`config.mk`:
```
export PLATFORM = sky130hd
export DESIGN_NAME = mono_bitmap_colour_expand_core_flat
export DESIGN_NICKNAME = d
export VERILOG_FILES = /design/src/design/mbce_pkg.sv /design/src/design/mbce_ifs.sv /design/src/design/mbce_cfg_regs.sv /design/src/design/mbce_lane.sv /design/src/design/mbce_serializer.sv /design/src/design/mono_bitmap_colour_expand_core.sv /design/src/flat_wrapper.sv
export SDC_FILE = /design/constraint.sdc
export NUM_CORES = 2
export LEC_CHECK = 0
export ABC_AREA = 1
export CAP_MARGIN = 10
export CELL_PAD_IN_SITES_DETAIL_PLACEMENT = 1
export CELL_PAD_IN_SITES_GLOBAL_PLACEMENT = 1
export CORE_UTILIZATION = 46
export CTS_CLUSTER_DIAMETER = 60
export DETAILED_ROUTE_END_ITERATION = 16
export DONT_BUFFER_PORTS = 1
export PLACE_DENSITY_LB_ADDON = 0.1
export SYNTH_ARGS = -nofsm -noshare
export SYNTH_HDL_FRONTEND = slang
export SYNTH_SLANG_ARGS = --single-unit
```
`constraint.sdc`:
```
create_clock -name clk -period 20.3 [get_ports clk]
set_clock_uncertainty 0.05 [all_clocks]
set_input_delay 2.03 -clock clk [delete_from_list [all_inputs] [get_ports clk]]
set_output_delay 2.03 -clock clk [all_outputs]
set_load 0.03 [all_outputs]
```
`src/design/mbce_pkg.sv`:
```
// Shared types, constants and register codes of the monochrome color-expansion blit.
package mbce_pkg;

    // Pixels carried by one bitmap byte, one lane per pixel
    localparam int unsigned PIX_PER_BYTE = 8;
    localparam int unsigned LANE_IDX_W   = $clog2(PIX_PER_BYTE);

    // Longest bitmap row in bytes
    localparam logic [9:0] MAX_ROW_BYTES = 10'd512;

    // Configuration port geometry
    localparam int unsigned APB_ADDR_W = 5;
    localparam int unsigned APB_DATA_W = 32;

    // Register reset values
    localparam logic [2:0]  RST_PIXEL_BYTES   = 3'd3;
    localparam logic [15:0] RST_ROW_PITCH     = 16'd3072;
    localparam logic [23:0] RST_FORE_COLOUR   = 24'hFFFFFF;
    localparam logic [23:0] RST_BACK_COLOUR   = 24'h000000;
    localparam logic [11:0] RST_ORIGIN_X      = 12'd0;
    localparam logic [11:0] RST_ORIGIN_Y      = 12'd0;
    localparam logic [9:0]  RST_BYTES_PER_ROW = 10'd1;
    localparam logic [11:0] RST_ROW_COUNT     = 12'd16;

    // Register index codes (word address)
    typedef enum logic [2:0] {
        REG_PIXEL_BYTES   = 3'd0,
        REG_ROW_PITCH     = 3'd1,
        REG_FORE_COLOUR   = 3'd2,
        REG_BACK_COLOUR   = 3'd3,
        REG_ORIGIN_X      = 3'd4,
        REG_ORIGIN_Y      = 3'd5,
        REG_BYTES_PER_ROW = 3'd6,
        REG_ROW_COUNT     = 3'd7
    } reg_idx_t;

    // Register file contents as seen by the datapath
    typedef struct packed {
        logic [2:0]  pixel_bytes;
        logic [15:0] row_pitch;
        logic [23:0] fore_colour;
        logic [23:0] back_colour;
        logic [11:0] origin_x;
        logic [11:0] origin_y;
        logic [9:0]  bytes_per_row;
        logic [11:0] row_count;
    } cfg_t;

    // One expanded pixel write: offset plus packed RGB (red high)
    typedef struct packed {
        logic [31:0] offset;
        logic [23:0] rgb;
    } pix_t;

endpackage

```
`src/design/mbce_ifs.sv`:
```
// Valid/ready channel interfaces for bitmap input and pixel output.
interface mbce_in_if;
    logic       valid;
    logic       ready;
    logic [7:0] bitmap_byte;

    modport source (output valid, output bitmap_byte, input ready);
    modport sink (input valid, input bitmap_byte, output ready);
endinterface

interface mbce_out_if;
    logic        valid;
    logic        ready;
    logic [31:0] byte_offset;
    logic [7:0]  red;
    logic [7:0]  green;
    logic [7:0]  blue;
    logic        last_of_byte;
    logic        end_of_blit;

    modport source (
        output valid, output byte_offset, output red, output green, output blue,
        output last_of_byte, output end_of_blit, input ready
    );
    modport sink (
        input valid, input byte_offset, input red, input green, input blue,
        input last_of_byte, input end_of_blit, output ready
    );
endinterface

```
`src/design/mbce_cfg_regs.sv`:
```
// APB-style configuration register file.
module mbce_cfg_regs (
    input  logic                                clk,
    input  logic                                rst_n,
    input  logic                                psel,
    input  logic                                penable,
    input  logic                                pwrite,
    input  logic [mbce_pkg::APB_ADDR_W-1:0]     paddr,
    input  logic [mbce_pkg::APB_DATA_W-1:0]     pwdata,
    output logic [mbce_pkg::APB_DATA_W-1:0]     prdata,
    output logic                                pready,
    output mbce_pkg::cfg_t                      cfg
);

    mbce_pkg::cfg_t   cfg_reg;
    mbce_pkg::reg_idx_t idx;
    logic             wr_en;

    assign idx    = mbce_pkg::reg_idx_t'(paddr[4:2]);
    assign wr_en  = psel && penable && pwrite;
    assign pready = 1'b1;
    assign cfg    = cfg_reg;

    // Register writes
    always_ff @(posedge clk or negedge rst_n)
    begin
        if (!rst_n)
        begin
            cfg_reg.pixel_bytes   <= mbce_pkg::RST_PIXEL_BYTES;
            cfg_reg.row_pitch     <= mbce_pkg::RST_ROW_PITCH;
            cfg_reg.fore_colour   <= mbce_pkg::RST_FORE_COLOUR;
            cfg_reg.back_colour   <= mbce_pkg::RST_BACK_COLOUR;
            cfg_reg.origin_x      <= mbce_pkg::RST_ORIGIN_X;
            cfg_reg.origin_y      <= mbce_pkg::RST_ORIGIN_Y;
            cfg_reg.bytes_per_row <= mbce_pkg::RST_BYTES_PER_ROW;
            cfg_reg.row_count     <= mbce_pkg::RST_ROW_COUNT;
        end
        else if (wr_en)
        begin
            case (idx)
                mbce_pkg::REG_PIXEL_BYTES:   cfg_reg.pixel_bytes   <= pwdata[2:0];
                mbce_pkg::REG_ROW_PITCH:     cfg_reg.row_pitch     <= pwdata[15:0];
                mbce_pkg::REG_FORE_COLOUR:   cfg_reg.fore_colour   <= pwdata[23:0];
                mbce_pkg::REG_BACK_COLOUR:   cfg_reg.back_colour   <= pwdata[23:0];
                mbce_pkg::REG_ORIGIN_X:      cfg_reg.origin_x      <= pwdata[11:0];
                mbce_pkg::REG_ORIGIN_Y:      cfg_reg.origin_y      <= pwdata[11:0];
                mbce_pkg::REG_BYTES_PER_ROW: cfg_reg.bytes_per_row <= pwdata[9:0];
                mbce_pkg::REG_ROW_COUNT:     cfg_reg.row_count     <= pwdata[11:0];
                default:                     cfg_reg <= cfg_reg;
            endcase
        end
    end

    // Read mux
    always_comb
    begin
        case (idx)
            mbce_pkg::REG_PIXEL_BYTES:   prdata = 32'(cfg_reg.pixel_bytes);
            mbce_pkg::REG_ROW_PITCH:     prdata = 32'(cfg_reg.row_pitch);
            mbce_pkg::REG_FORE_COLOUR:   prdata = 32'(cfg_reg.fore_colour);
            mbce_pkg::REG_BACK_COLOUR:   prdata = 32'(cfg_reg.back_colour);
            mbce_pkg::REG_ORIGIN_X:      prdata = 32'(cfg_reg.origin_x);
            mbce_pkg::REG_ORIGIN_Y:      prdata = 32'(cfg_reg.origin_y);
            mbce_pkg::REG_BYTES_PER_ROW: prdata = 32'(cfg_reg.bytes_per_row);
            mbce_pkg::REG_ROW_COUNT:     prdata = 32'(cfg_reg.row_count);
            default:                     prdata = '0;
        endcase
    end

endmodule

```
`src/design/mbce_lane.sv`:
```
// One pixel lane: offset and color of a single bit of the bitmap byte.
module mbce_lane #(
    parameter int unsigned LANE = 0
) (
    input  logic                 clk,
    input  logic                 load,
    input  logic [31:0]          base,
    input  logic [2:0]           pixel_bytes,
    input  logic                 pix_bit,
    input  logic [23:0]          fore_colour,
    input  logic [23:0]          back_colour,
    output mbce_pkg::pix_t       pix
);

    logic [5:0]     step;
    mbce_pkg::pix_t pix_reg;
    mbce_pkg::pix_t pix_next;

    // Lane position times pixel size
    assign step = 6'(pixel_bytes) * 6'(LANE);

    always_comb
    begin
        pix_next.offset = base + 32'(step);
        pix_next.rgb    = pix_bit ? fore_colour : back_colour;
    end

    always_ff @(posedge clk)
    begin
        if (load)
        begin
            pix_reg <= pix_next;
        end
    end

    assign pix = pix_reg;

endmodule

```
`src/design/mbce_serializer.sv`:
```
// Merge stage: takes the eight lane results and sends them out one per cycle while the output is ready.
module mbce_serializer (
    input  logic                                        clk,
    input  logic                                        rst_n,
    input  mbce_pkg::pix_t [mbce_pkg::PIX_PER_BYTE-1:0] lane_pix,
    input  logic                                        lane_eob,
    input  logic                                        lane_vld,
    output logic                                        lane_take,
    mbce_out_if.source                                  pixels
);

    localparam logic [mbce_pkg::LANE_IDX_W-1:0] LAST_IDX =
        mbce_pkg::LANE_IDX_W'(mbce_pkg::PIX_PER_BYTE - 1);

    mbce_pkg::pix_t [mbce_pkg::PIX_PER_BYTE-1:0] buf_reg;
    logic                                        eob_reg;
    logic [mbce_pkg::LANE_IDX_W-1:0]             cnt_reg;
    logic [mbce_pkg::LANE_IDX_W-1:0]             cnt_next;
    logic                                        vld_reg;
    logic                                        vld_next;
    logic                                        fire;
    logic                                        is_last;

    assign fire      = vld_reg && pixels.ready;
    assign is_last   = (cnt_reg == LAST_IDX);
    assign lane_take = lane_vld && (!vld_reg || (fire && is_last));

    // Control: pixel count and valid
    always_comb
    begin
        cnt_next = cnt_reg;
        vld_next = vld_reg;
        if (lane_take)
        begin
            cnt_next = '0;
            vld_next = 1'b1;
        end
        else if (fire)
        begin
            if (is_last)
            begin
                vld_next = 1'b0;
            end
            else
            begin
                cnt_next = cnt_reg + 1'b1;
            end
        end
    end

    always_ff @(posedge clk or negedge rst_n)
    begin
        if (!rst_n)
        begin
            cnt_reg <= '0;
            vld_reg <= 1'b0;
        end
        else
        begin
            cnt_reg <= cnt_next;
            vld_reg <= vld_next;
        end
    end

    // Payload: load all lanes, then shift toward entry zero
    always_ff @(posedge clk)
    begin
        if (lane_take)
        begin
            buf_reg <= lane_pix;
            eob_reg <= lane_eob;
        end
        else if (fire)
        begin
            for (int i = 0; i < mbce_pkg::PIX_PER_BYTE - 1; i++)
            begin
                buf_reg[i] <= buf_reg[i+1];
            end
        end
    end

    assign pixels.valid        = vld_reg;
    assign pixels.byte_offset  = buf_reg[0].offset;
    assign pixels.red          = buf_reg[0].rgb[23:16];
    assign pixels.green        = buf_reg[0].rgb[15:8];
    assign pixels.blue         = buf_reg[0].rgb[7:0];
    assign pixels.last_of_byte = is_last;
    assign pixels.end_of_blit  = is_last && eob_reg;

endmodule

```
`src/design/mono_bitmap_colour_expand_core.sv`:
```
// Top level of the monochrome color-expansion blit.
// Each accepted bitmap byte (bit 7 leftmost) becomes eight pixel write transactions on the
// output channel, one per cycle while the output is ready, so the sustained rate is set by the
// single output channel. Eight lanes compute a byte's pixels in the cycle it is accepted; the
// merge stage then shifts them out from its buffer, loaded from the lane registers, and the
// next byte is taken while the current one is still going out. Blit geometry and colors come
// from APB registers at word addresses 0..7, which must be written while idle.
module mono_bitmap_colour_expand_core (
    input  logic                                clk,
    input  logic                                rst_n,
    mbce_in_if.sink                             bitmap,
    mbce_out_if.source                          pixels,
    input  logic                                psel,
    input  logic                                penable,
    input  logic                                pwrite,
    input  logic [mbce_pkg::APB_ADDR_W-1:0]     paddr,
    input  logic [mbce_pkg::APB_DATA_W-1:0]     pwdata,
    output logic [mbce_pkg::APB_DATA_W-1:0]     prdata,
    output logic                                pready
);

    mbce_pkg::cfg_t                              cfg;
    mbce_pkg::pix_t [mbce_pkg::PIX_PER_BYTE-1:0] lane_pix;

    logic [8:0]  col_reg;
    logic [8:0]  col_next;
    logic [11:0] row_reg;
    logic [11:0] row_next;
    logic [31:0] wr_off_reg;
    logic [31:0] wr_off_next;
    logic        lane_vld_reg;
    logic        lane_vld_next;
    logic        lane_eob_reg;
    logic        lane_take;
    logic        accept;

    logic [9:0]  rb_eff;
    logic [11:0] rows_eff;
    logic        row_end;
    logic        blit_end;
    logic        blit_start;
    logic [14:0] ox_term;
    logic [27:0] oy_term;
    logic [31:0] origin;
    logic [31:0] base;
    logic [15:0] row_span;
    logic [31:0] row_adj;

    mbce_cfg_regs u_cfg (
        .clk     (clk),
        .rst_n   (rst_n),
        .psel    (psel),
        .penable (penable),
        .pwrite  (pwrite),
        .paddr   (paddr),
        .pwdata  (pwdata),
        .prdata  (prdata),
        .pready  (pready),
        .cfg     (cfg)
    );

    // Input handshake: lane stage free or emptying this cycle
    assign bitmap.ready = !lane_vld_reg || lane_take;
    assign accept       = bitmap.valid && bitmap.ready;

    // Clamped row length and row count
    always_comb
    begin
        if (cfg.bytes_per_row == '0)
        begin
            rb_eff = 10'd1;
        end
        else if (cfg.bytes_per_row > mbce_pkg::MAX_ROW_BYTES)
        begin
            rb_eff = mbce_pkg::MAX_ROW_BYTES;
        end
        else
        begin
            rb_eff = cfg.bytes_per_row;
        end
        rows_eff = (cfg.row_count == '0) ? 12'd1 : cfg.row_count;
    end

    // Position within the blit
    assign row_end    = ({1'b0, col_reg} + 10'd1) >= rb_eff;
    assign blit_end   = row_end && (({1'b0, row_reg} + 13'd1) >= {1'b0, rows_eff});
    assign blit_start = (col_reg == '0) && (row_reg == '0);

    // Start offset of a blit
    assign ox_term = 15'(cfg.origin_x) * 15'(cfg.pixel_bytes);
    assign oy_term = 28'(cfg.origin_y) * 28'(cfg.row_pitch);
    assign origin  = 32'(ox_term) + 32'(oy_term);
    assign base    = blit_start ? origin : wr_off_reg;

    // Jump from the end of one row to the start of the next
    assign row_span = 16'(cfg.pixel_bytes) * 16'({rb_eff, 3'b000});
    assign row_adj  = row_end ? (32'(cfg.row_pitch) - 32'(row_span)) : 32'd0;

    always_comb
    begin
        col_next    = col_reg;
        row_next    = row_reg;
        wr_off_next = wr_off_reg;
        if (accept)
        begin
            wr_off_next = base + 32'({cfg.pixel_bytes, 3'b000}) + row_adj;
            if (blit_end)
            begin
                col_next = '0;
                row_next = '0;
            end
            else if (row_end)
            begin
                col_next = '0;
                row_next = row_reg + 1'b1;
            end
            else
            begin
                col_next = col_reg + 1'b1;
            end
        end
    end

    // Lane stage occupancy
    always_comb
    begin
        lane_vld_next = lane_vld_reg;
        if (accept)
        begin
            lane_vld_next = 1'b1;
        end
        else if (lane_take)
        begin
            lane_vld_next = 1'b0;
        end
    end

    always_ff @(posedge clk or negedge rst_n)
    begin
        if (!rst_n)
        begin
            col_reg      <= '0;
            row_reg      <= '0;
            lane_vld_reg <= 1'b0;
        end
        else
        begin
            col_reg      <= col_next;
            row_reg      <= row_next;
            lane_vld_reg <= lane_vld_next;
        end
    end

    always_ff @(posedge clk)
    begin
        wr_off_reg <= wr_off_next;
        if (accept)
        begin
            lane_eob_reg <= blit_end;
        end
    end

    // Pixel lanes, lane 0 takes bit 7
    for (genvar i = 0; i < mbce_pkg::PIX_PER_BYTE; i++)
    begin : g_lane
        mbce_lane #(
            .LANE (i)
        ) u_lane (
            .clk         (clk),
            .load        (accept),
            .base        (base),
            .pixel_bytes (cfg.pixel_bytes),
            .pix_bit     (bitmap.bitmap_byte[mbce_pkg::PIX_PER_BYTE-1-i]),
            .fore_colour (cfg.fore_colour),
            .back_colour (cfg.back_colour),
            .pix         (lane_pix[i])
        );
    end

    mbce_serializer u_ser (
        .clk       (clk),
        .rst_n     (rst_n),
        .lane_pix  (lane_pix),
        .lane_eob  (lane_eob_reg),
        .lane_vld  (lane_vld_reg),
        .lane_take (lane_take),
        .pixels    (pixels)
    );

endmodule

```
`src/flat_wrapper.sv`:
```
// flat-port wrapper written by rule: the top's interface ports become plain ports
module mono_bitmap_colour_expand_core_flat 
  (clk, rst_n, psel, penable, pwrite, paddr, pwdata, prdata, pready, bitmap_valid, bitmap_bitmap_byte, bitmap_ready, pixels_valid, pixels_byte_offset, pixels_red, pixels_green, pixels_blue, pixels_last_of_byte, pixels_end_of_blit, pixels_ready);
  mbce_in_if bitmap_i ();
  mbce_out_if pixels_i ();
  input  logic clk;
  input  logic rst_n;
  input  logic psel;
  input  logic penable;
  input  logic pwrite;
  input  logic [mbce_pkg::APB_ADDR_W-1:0] paddr;
  input  logic [mbce_pkg::APB_DATA_W-1:0] pwdata;
  output logic [mbce_pkg::APB_DATA_W-1:0] prdata;
  output logic pready;
  input wire logic [$bits(bitmap_i.valid)-1:0] bitmap_valid;
  input wire logic [$bits(bitmap_i.bitmap_byte)-1:0] bitmap_bitmap_byte;
  output wire logic [$bits(bitmap_i.ready)-1:0] bitmap_ready;
  output wire logic [$bits(pixels_i.valid)-1:0] pixels_valid;
  output wire logic [$bits(pixels_i.byte_offset)-1:0] pixels_byte_offset;
  output wire logic [$bits(pixels_i.red)-1:0] pixels_red;
  output wire logic [$bits(pixels_i.green)-1:0] pixels_green;
  output wire logic [$bits(pixels_i.blue)-1:0] pixels_blue;
  output wire logic [$bits(pixels_i.last_of_byte)-1:0] pixels_last_of_byte;
  output wire logic [$bits(pixels_i.end_of_blit)-1:0] pixels_end_of_blit;
  input wire logic [$bits(pixels_i.ready)-1:0] pixels_ready;
  assign bitmap_i.valid = bitmap_valid;
  assign bitmap_i.bitmap_byte = bitmap_bitmap_byte;
  assign bitmap_ready = bitmap_i.ready;
  assign pixels_valid = pixels_i.valid;
  assign pixels_byte_offset = pixels_i.byte_offset;
  assign pixels_red = pixels_i.red;
  assign pixels_green = pixels_i.green;
  assign pixels_blue = pixels_i.blue;
  assign pixels_last_of_byte = pixels_i.last_of_byte;
  assign pixels_end_of_blit = pixels_i.end_of_blit;
  assign pixels_i.ready = pixels_ready;
  mono_bitmap_colour_expand_core u_core (.clk(clk), .rst_n(rst_n), .bitmap(bitmap_i), .pixels(pixels_i), .psel(psel), .penable(penable), .pwrite(pwrite), .paddr(paddr), .pwdata(pwdata), .prdata(prdata), .pready(pready));
endmodule
```
-- Word level (Yosys, flattened, before mapping)
Index checks and enable logic that the tools add are counted.
- register bits: 1069
- latch bits: 0
- RAM bits: 0
- ROM bits: 0
- input bits: 52
- output and inout bits: 93
- logic and storage cells: 144
- memories kept: 0
- add/sub/neg operators: 16
- multiply operators: 7
- divide/modulo/power cells: 0
- magnitude comparators: 3
- equality and inequality tests: 9
- shift operators: 0
- mux-type cells: 28
- bitwise logic cells: 0
- reduce and logical (&&, ||, !) cells: 33
- operator list (cell ; count):
    $mux 392 ; 2
    $pmux 32 s8 ; 1
    $mux 24 ; 8
    $add 32x6->32 ; 4
    $add 32x5->32 ; 2
    $mux 32 ; 2
    $mux 12 ; 3
    $add 32x3->32 ; 1
    $add 32x32->32 ; 1
    $add 32x4->32 ; 1
    $add 15x28->29 ; 1
    $mul 12x16->28 ; 1
    $logic_not 12->1 ; 2
    $reduce_and 2->1 ; 11
    $mux 10 ; 2
    $mux 9 ; 2
    $sub 16x16->17 ; 1
    $eq 3x3->1 const B ; 5
    $mul 12x3->15 ; 1
    $add 12x1->13 const B ; 1
    $ge 13x12->1 ; 1
    $mul 3x10->13 ; 1
    $add 12x1->12 const B ; 1
    $mul 3x3->6 const B ; 2
    18 further kinds ; 39

-- Depth between registers and ports, before layout
- depth in word-level cells: 7
- gate-level depth with buffers: 44
- gate-level depth less buffers: 43

-- Cells and area by module
A second synthesis with hierarchy kept.
- cells, all modules: 7061
- area total of the unflattened synthesis: 64330.4 µm²
- modules (own cells, without submodules) (module ; instances ; cells each ; area each (µm²) ; seq. area each (µm²)):
    mbce_serializer ; 1 ; 1842 ; 19728.9 ; 13583.0
    mono_bitmap_colour_expand_core ; 1 ; 2266 ; 15577.4 ; 1541.5
    mbce_cfg_regs ; 1 ; 644 ; 5236.3 ; 2865.2
    mbce_lane (u_core.g_lane[7].u_lane) ; 1 ; 342 ; 3290.7 ; 1681.6
    mbce_lane (u_core.g_lane[6].u_lane) ; 1 ; 340 ; 3215.6 ; 1681.6
    mbce_lane (u_core.g_lane[5].u_lane) ; 1 ; 331 ; 3204.3 ; 1681.6
    mbce_lane (u_core.g_lane[3].u_lane) ; 1 ; 316 ; 3199.3 ; 1681.6
    mbce_lane (u_core.g_lane[1].u_lane) ; 1 ; 285 ; 2979.1 ; 1681.6
    mbce_lane (u_core.g_lane[2].u_lane) ; 1 ; 286 ; 2934.1 ; 1681.6
    mbce_lane (u_core.g_lane[4].u_lane) ; 1 ; 275 ; 2909.0 ; 1681.6
    mbce_lane (u_core.g_lane[0].u_lane) ; 1 ; 134 ; 2055.7 ; 1681.6

-- Worst setup path before layout
No wires, ideal clock.
- path type: in2reg
- start: input port pixels_ready
- end: register u_core.u_ser.buf_reg[100] (netlist bit), enable pin
- setup time: 1.278 ns
- arrival: 20.883 ns
- data required time: 18.972 ns
- slack: -1.911 ns
- stages: 2
- buffers on the path: 0
- cell sequence: nor2_1 > a21oi_1
- longest elaborated chain between the ends: 5
- ends and longest elaborated chain (item ; line ; RTL):
    start: declaration ; flat_wrapper.sv:25 ; input wire logic [$bits(pixels_i.ready)-1:0] pixels_ready;
    $logic_and 1x1->1 (*) ; mbce_serializer.sv:24 ; assign fire = vld_reg && pixels.ready;
    $logic_and 1x1->1 ; mbce_serializer.sv:26 ; assign lane_take = lane_vld && (!vld_reg || (fire && is_last));
    $logic_or 1x1->1 ; mbce_serializer.sv:26 ;
    $logic_and 1x1->1 ; mbce_serializer.sv:26 ;
    $reduce_bool 2->1 (no line) (*) ; - ;
    end signal: assignment ; mbce_serializer.sv:70 ; buf_reg <= lane_pix;
    end signal: indexed assignment ; mbce_serializer.sv:77 ; buf_reg[i] <= buf_reg[i+1];
    end: declaration ; mbce_serializer.sv:15 ; mbce_pkg::pix_t [mbce_pkg::PIX_PER_BYTE-1:0] buf_reg;
Mark *: on every way between the ends. The rest lies on a longest branch, timed or not.
A chain may end at the register's enable or synchronous reset.

-- Final worst setup path
- start: register, netlist name u_core.u_cfg.cfg[110]
- end: register u_core.wr_off_reg[31], data pin
- longest elaborated chain between the ends: 5
- elaborated cells between the ends (all ways): 8
- those cells by class: add/sub: 4; mul: 2; mux: 2
- ends and longest elaborated chain (item ; line ; RTL):
    $mul 12x3->15 ; mono_bitmap_colour_expand_core.sv:90 ; assign ox_term = 15'(cfg.origin_x) * 15'(cfg.pixel_bytes);
    $add 15x28->29 ; mono_bitmap_colour_expand_core.sv:92 ; assign origin = 32'(ox_term) + 32'(oy_term);
    $mux 32 ; mono_bitmap_colour_expand_core.sv:93 ; assign base = blit_start ? origin : wr_off_reg;
    via u_core.base[11] ; mono_bitmap_colour_expand_core.sv:45 ; logic [31:0] base;
    $add 32x6->32 ; mono_bitmap_colour_expand_core.sv:106 ; wr_off_next = base + 32'({cfg.pixel_bytes, 3'b000}) + row_adj;
    $add 32x32->32 ; mono_bitmap_colour_expand_core.sv:106 ;
    end signal: assignment ; mono_bitmap_colour_expand_core.sv:156 ; wr_off_reg <= wr_off_next;
    end: declaration ; mono_bitmap_colour_expand_core.sv:29 ; logic [31:0] wr_off_reg;
The timed path passes the listed nets, and every way through them passes these cells.

==> impl_metrics.env <==
export IMPL_cts_tree="done"
export IMPL_ant_nets=0
export IMPL_path_clk_slew_ps=60
export IMPL_status="completed"
export IMPL_p_total_w=0.01041
export IMPL_cts_max_level=3
export IMPL_synthesis_area_um2=59550
export IMPL_mostFrequentLayoutCell="nand2_1"
export IMPL_dr_first_iter_drc_count=2865
export IMPL_start_util_pct=46.52
export IMPL_tns_ps=0
export IMPL_synth_top_area_share_pct=46.39
export IMPL_path_common_cell="nand2_1"
export IMPL_cts_resized=0
export IMPL_syn_inst=6315
export IMPL_maxCapViolations=0
export IMPL_rsz0062_at_grt="no"
export IMPL_critPathLaunchType="flop"
export IMPL_avgViaCountPerCell=5.281
export IMPL_hp_class="reg -> reg"
export IMPL_final_setup_viol_count=0
export IMPL_period_needed_ps=8810
export IMPL_yosysWarnings=0
export IMPL_antenna_found_initial=8
export IMPL_pre_cts_ws_ps=11540
export IMPL_final_layout_size_suffix_gt1_share_pct=6.523
export IMPL_dpl_hpwl_mm=115.1
export IMPL_syn_area_per_cell_um2=9.429
export IMPL_port_buffers=0
export IMPL_final_cell_mix="nand2_1, edfxtp_1, inv_1"
export IMPL_drcViolationCount=0
export IMPL_synth_main_ff_cell="edfxtp_1"
export IMPL_cpPeakStageDelay_ps=1050
export IMPL_synth_distinct_cells=62
export IMPL_worstPathRequired_ps=20720
export IMPL_slowest_stage="dfstp_2"
export IMPL_vdd_drop_max_uv=122.1
export IMPL_ios=145
export IMPL_postCtsHoldBufs=0
export IMPL_report_final_slew_viol_count=0
export IMPL_postCtsSetupBuffers=0
export IMPL_routed_wl_mm=164.2
export IMPL_power_density_nw_per_um2=161.4
export IMPL_grt_max_degree=155
export IMPL_wl_per_cell_um=20.52
export IMPL_die_h_um=361.8
export IMPL_cts_sinks=1059
export IMPL_yosysSeqAreaShare_pct=52.30
export IMPL_firstDrtPassIters=5
export IMPL_clock_path_buffers=3
export IMPL_die_w_um=361.8
export IMPL_crit_type="reg -> reg"
export IMPL_final_hold_viol_count=0
export IMPL_grt_pass1_wl_mm=257.3
export IMPL_largest_reg_flops=438
export IMPL_cts_buffers=119
export IMPL_yosys_register_bits=1059
export IMPL_slew_headroom_pct=22.43
export IMPL_syn2layout_area_growth_pct=8.256
export IMPL_fp_row_count=131
export IMPL_crit_arrival_ps=9230
export IMPL_die_area_um2=130900
export IMPL_end_kind="flop"
export IMPL_cts_root_buf="clkbuf_16"
export IMPL_grt_use_total_pct=25.47
export IMPL_yosysTopAreaCell="edfxtp_1"
export IMPL_core_um2=128000
export IMPL_layout_nets=6659
export IMPL_vias=42260
export IMPL_period_share_pct=43.40
export IMPL_synth_edf_count=920
export IMPL_worstMarginPinSlew_ps=1159
export IMPL_fin_ws_ps=11490
export IMPL_overflow=0
export IMPL_cp_max_fo=28
export IMPL_grt_pass1_vias=44320
export IMPL_synth_area_top_cells="edfxtp_1, nand2_1, fa_1"
export IMPL_p_leak_nw=28.90
export IMPL_clock_latency_ps=760
export IMPL_async_reset_ff_share_pct=13.13
export IMPL_timing_fmax_mhz=113.5
export IMPL_place_congestion=0.8721
-- path summary, 6_finish.rpt --
path / cells after the start / endpoint / slack (ps) / start
worst max-delay path: 33 / u_core.wr_off_reg[31] / 11490 / u_core.u_cfg.cfg[110]
worst min-delay path: 0 / u_core.u_ser.buf_reg[429] / 360 / u_core.g_lane[7].u_lane.pix[37]
worst min register to register: 0 / u_core.u_ser.buf_reg[429] / 360 / u_core.g_lane[7].u_lane.pix[37]
worst max register to register: 33 / u_core.wr_off_reg[31] / 11490 / u_core.u_cfg.cfg[110]
max in group asynchronous: 0 / u_core.u_cfg.cfg[72] / 19000 / rst_n
min in group asynchronous: 0 / u_core.row_reg[2] / 910 / rst_n
-- cell type report --
cell class	instances	area, um2
clock inverters	75	696.9
flip-flops and latches	1059	31140
clock buffers	150	3186
diodes	2	5.005
well taps	1729	2163
fillers	14460	63550
multi-input cells	4195	24110
repair buffers	40	325.3
inverters	751	2834
-- metrics by stage --
step / util, % / hold slack [ps] / instance area, um2 / instances
2_1_floorplan: - / 350.3 / 59580 / 6322
3_3_place_gp: 47.32 / 350.1 / 60580 / 7774
5_1_grt: 50.36 / 366.9 / 64460 / 8000
6_report: 50.36 / 361.7 / 64460 / 8001
3_5_place_dp: 47.32 / 355.2 / 60580 / 7774
4_1_cts: 50.35 / 364.6 / 64460 / 7999
-- synth_stat cells (10+ instances only) --
library cell / n
ha_1: 238
o21ai_0: 353
or2_2: 21
a21oi_1: 108
nor2_4: 12
nor2_1: 182
xor2_1: 166
inv_1: 725
edfxtp_1: 920
nand2_1: 2388
nand3b_1: 10
buf_1: 16
fa_1: 203
a22oi_1: 16
nand2_2: 30
dfstp_2: 30
nor2_2: 38
a221oi_1: 13
nand4_1: 60
nand3_1: 192
nor3_1: 25
buf_4: 75
clkbuf_1: 213
inv_2: 20
dfrtp_1: 109
xnor2_1: 20
-- power breakdown --
group	total, W	internal (W)	switching [W]
logic	0.00500	0.00157	0.00343
clock network	0.00212	0.00121	0.000917
registers	0.00328	0.00300	0.000277
total	0.0104	0.00578	0.00463
-- cells by family after synthesis --
kind of cell / share of synthesized area [%]
other cells: 0.01261
compound gates: 5.232
buf+inv: 7.312
flops: 52.30
fa+ha+maj: 11.83
xor+xnor: 2.736
simple gates: 20.58
-- critical path: cells and delay by family, from the launching register on --
kind                     cells  cell delay, ps
AO/OA/AOI/OAI                4            1360
XOR/XNOR                     1             200
adder cells (fa/ha/maj)      9            3960
buffers and inverters        7             510
flip-flops                   1            1050
AND/OR/NAND/NOR             12            1410
-- per-layer routing --
| metal | wire length, um | GRT usage, % | up-vias |
|---|---|---|---|
| li1 | - | - | 19990 |
| met1 | 76810 | 36.46 | 21290 |
| met2 | 77090 | 41.44 | 798 |
| met3 | 6732 | 2.611 | 180 |
| met4 | 3527 | 6.572 | 0 |
| met5 | 0 | 0 | - |
No activity file was read; power rests on OpenSTA's default activity.
